## config.mk

```make
export PLATFORM = sky130hd
export DESIGN_NAME = dla_wtg_alu
export DESIGN_NICKNAME = d
export VERILOG_FILES = /design/src/rtl/core/dla_wtg_pkg.sv /design/src/rtl/core/dla_wtg_alu.sv
export SDC_FILE = /design/constraint.sdc
export NUM_CORES = 1
export LEC_CHECK = 0
export BUFFER_PORTS_ARGS = -buffer_cell sky130_fd_sc_hd__buf_2
export CAP_MARGIN = 20
export CORE_UTILIZATION = 25
export DETAILED_ROUTE_END_ITERATION = 6
export PLACE_DENSITY = 0.46
export SYNTH_ARGS = -nofsm -noshare
export SYNTH_HDL_FRONTEND = slang
export SYNTH_SLANG_ARGS = --single-unit
export TNS_END_PERCENT = 10
```

## constraint.sdc

```tcl
create_clock -name vclk -period 4.8
set_input_delay 0.96 -clock vclk [all_inputs]
set_output_delay 0.96 -clock vclk [all_outputs]
set_load 0.05 [all_outputs]
```

## src/rtl/core/dla_wtg_pkg.sv

```systemverilog
// ----------------------------------------------------------------------------
// dla_wtg_pkg
// Shared types and codes for the torus-grid aggregation walker.
// ----------------------------------------------------------------------------
package dla_wtg_pkg;

    localparam int CALC_W = 13;

    localparam logic MODE_LAUNCH = 1'b0;
    localparam logic MODE_STEP   = 1'b1;

    typedef enum logic [1:0] {
        DIR_XP = 2'd0,
        DIR_XM = 2'd1,
        DIR_YP = 2'd2,
        DIR_YM = 2'd3
    } t_dir;

    typedef enum logic [2:0] {
        NB_E  = 3'd0,
        NB_W  = 3'd1,
        NB_S  = 3'd2,
        NB_N  = 3'd3,
        NB_SE = 3'd4,
        NB_SW = 3'd5,
        NB_NE = 3'd6,
        NB_NW = 3'd7
    } t_nb;

    typedef enum logic [1:0] {
        OP_INC = 2'd0,
        OP_DEC = 2'd1,
        OP_SUB = 2'd2
    } t_op;

    typedef struct packed {
        t_op               op;
        logic [CALC_W-1:0] a;
        logic [CALC_W-1:0] lim;
    } t_alu_req;

    typedef struct packed {
        logic [CALC_W-1:0] res;
        logic              ge;
    } t_alu_rsp;

endpackage

```

## src/rtl/core/dla_wtg_alu.sv

```systemverilog
// ----------------------------------------------------------------------------
// dla_wtg_alu
// Shared wrap-around increment, decrement and compare-subtract unit.
// ----------------------------------------------------------------------------
module dla_wtg_alu (
    input  dla_wtg_pkg::t_alu_req i_req,
    output dla_wtg_pkg::t_alu_rsp o_rsp
);
    import dla_wtg_pkg::*;

    logic [CALC_W-1:0] inc;
    logic [CALC_W-1:0] dec;

    assign inc = i_req.a + CALC_W'(1);
    assign dec = i_req.a - CALC_W'(1);

    always_comb begin
        o_rsp = '0;
        case (i_req.op)
            OP_INC: begin
                o_rsp.ge  = (inc >= i_req.lim);
                o_rsp.res = o_rsp.ge ? '0 : inc;
            end
            OP_DEC: begin
                o_rsp.ge  = (i_req.a == '0);
                o_rsp.res = o_rsp.ge ? (i_req.lim - CALC_W'(1)) : dec;
            end
            OP_SUB: begin
                o_rsp.ge  = (i_req.a >= i_req.lim);
                o_rsp.res = o_rsp.ge ? (i_req.a - i_req.lim) : i_req.a;
            end
            default: begin
                o_rsp = '0;
            end
        endcase
    end

endmodule

```

==> results.sh <==
export IMPL_crit_fanout=9
export IMPL_start_util_pct=26.3
export IMPL_drt_pass1_iter_count=4
export IMPL_final_core_util_pct=33.3
export IMPL_drv_slew=0
export IMPL_holdPathStages=4
export IMPL_setup_ws_ns=0.0816
export IMPL_avgViaCountPerCell=5.56
export IMPL_place_inst=463
export IMPL_num_antenna_cells=0
export IMPL_crit_path_start_kind="input port"
export IMPL_rows=33
export IMPL_grt_pass1_vias=2362
export IMPL_grt_max_degree=14
export IMPL_dpl_cell_area_sq_um=2630
export IMPL_dp_worst_setup_slack_ns=-0.0287
export IMPL_leakagePower_nw=1.23
export IMPL_detail_route_antenna_nets=0
export IMPL_startpoint="i_req[13]"
export IMPL_num_vias=2591
export IMPL_finalNonFillerCells=466
export IMPL_report_final_hold_viol_count=0
export IMPL_power_w=0.000350
export IMPL_end_kind="output pin"
export IMPL_final_setup_viol_count=0
export IMPL_syn_nets=367
export IMPL_coreArea_sq_um=8340
export IMPL_powerDensity_nw_per_um2=126
export IMPL_status="complete, no violations"
export IMPL_clkbuf_count=0
export IMPL_arrival_ns=3.76
export IMPL_drtIter0Drc=156
export IMPL_die_area_sq_um=9140
export IMPL_finalInstanceArea_sq_um=2780
export IMPL_mostFrequentLayoutCells="buf_4, buf_2, ha_1, a21oi_1, nor2_1"
export IMPL_grt_pass1_wl_mm=12.6
export IMPL_syn_area_sq_um=2190
export IMPL_syn_area_per_cell_sq_um=7.09
export IMPL_ctsHoldBuffers=0
export IMPL_yosysWarnings=0
export IMPL_ys_seq_area_share_pct=0
export IMPL_grt_total_usage_pct=17.6
export IMPL_gp_congestion=0.858
export IMPL_routed_wl_mm=8.01
export IMPL_cap_violations=0
export IMPL_syn2layout_area_growth_pct=26.9
export IMPL_max_slew_margin_pct=61.3
export IMPL_cp_data_required_time_ns=3.84
export IMPL_port_buffers=42
export IMPL_grt_overflow=0
export IMPL_seq_area_sq_um=0
export IMPL_seq_cells=0
export IMPL_hold_class="in2out"
export IMPL_fp_dieW_microns=95.6
export IMPL_worstMarginPinSlew_ns=0.576
export IMPL_wire_per_inst_microns=17.2
export IMPL_layout_commonest_cell="buf_4"
export IMPL_max_freq_mhz=212
export IMPL_antenna_found_initial=0
export IMPL_post_route_drc_count=0
export IMPL_netlist_instances=309
export IMPL_period_minus_slack_ns=4.72
export IMPL_irDropWorstVdd_mv=0.0706
export IMPL_drive_above_1_share_pct=28.5
export IMPL_die_y_microns=95.6
export IMPL_synthDistinctLibCells=65
export IMPL_nets=421
export IMPL_crit_path_end="o_rsp[5]"
export IMPL_rsz0062_at_grt="yes"
export IMPL_ios=42
export IMPL_period_share_pct=98.3
export IMPL_worstSetupPathType="in2out"
export IMPL_post_dp_hpwl_mm=6.74
-- kinds of logic after synthesis --
| group | share of synthesized area (%) |
|---|---|
| AND/OR/NAND/NOR | 29.7 |
| AO/OA/AOI/OAI | 30.5 |
| buffers and inverters | 8.86 |
| adder cells (fa/ha/maj) | 17.5 |
| XOR/XNOR | 9.60 |
| multiplexers | 3.83 |
-- where the power goes --
| group | switching (W) | internal [W] | leakage [nW] | total [W] |
|---|---|---|---|---|
| sequential | 0 | 0 | 0 | 0 |
| clock | 0 | 0 | 0 | 0 |
| combinational | 0.000216 | 0.000134 | 1.23 | 0.000350 |
| total | 0.000216 | 0.000134 | 1.23 | 0.000350 |
-- repair_timing --
action,in CTS,in global routing
endpoints found under the setup margin,1,14
pin swaps,0,7
resized for setup,1,38
buffers inserted,0,3
gates cloned,0,0
endpoints found under the hold margin,0,0
-- worst max-delay path: stages --
cell	delay, ns
buf_2	0.09
buf_4	0.14
ha_2	0.20
nand3_2	0.13
nor2_1	0.15
xor2_1	0.22
ha_1	0.30
a21oi_1	0.13
o21ai_0	0.11
a31oi_1	0.25
a31oi_1	0.14
nor2_1	0.16
buf_4	0.21
nand2_1	0.07
o221ai_1	0.24
buf_4	0.25
-- synth_stat cells, types with 4 or more instances --
cell,n,share of area (%)
nor3_1,15,3.4
xnor2_1,12,4.8
buf_2,11,2.5
o31a_1,4,1.6
a21oi_1,27,6.2
a21o_1,5,1.7
clkbuf_1,6,1.0
xor2_1,12,4.8
nor2b_1,4,1.1
mux2i_1,5,2.3
a32oi_1,5,2.0
o21ai_0,10,2.3
nand4_1,5,1.4
a31oi_1,6,1.7
o21ai_1,8,1.8
nand2_1,18,3.1
inv_1,18,3.1
nor2_1,20,3.4
nand3b_1,4,1.4
ha_1,29,17
o211ai_1,6,2.1
nand3_1,13,3.0
-- metrics by stage --
stage | TNS [ns] | hold slack, ns
3_3_place_gp | -0.0359 | 2.46
3_5_place_dp | -0.0287 | 2.46
4_1_cts | 0 | 2.46
2_1_floorplan | 0 | 2.29
5_1_grt | -0.375 | 2.50
6_report | 0 | 2.46
-- final cells by class --
type / count / area (sq um)
multi-input combinational: 269 / 2090
timing repair buffer: 74 / 485
inverter: 18 / 67.6
tap: 105 / 131
fill: 915 / 5560
-- worst min path at each step --
| stage | slack, ns | end | startpoint |
|---|---|---|---|
| floorplan | 2.29 | o_rsp[13] | i_req[25] |
| finish | 2.46 | o_rsp[8] | i_req[20] |
| detailed placement | 2.46 | o_rsp[4] | i_req[26] |
| global placement | 2.46 | o_rsp[4] | i_req[26] |
| CTS | 2.46 | o_rsp[4] | i_req[26] |
| global route | 2.50 | o_rsp[4] | i_req[26] |
-- metal layers --
layer | vias to the layer above | wire, microns | global-route usage (%)
li1 | 1277 | - | -
met1 | 1219 | 3850 | 25.6
met2 | 87 | 3670 | 29.3
met3 | 8 | 418 | 0.957
met4 | 0 | 78 | 1.87
met5 | - | 0 | 0
Note: power is estimated with default switching activity, not from simulation.
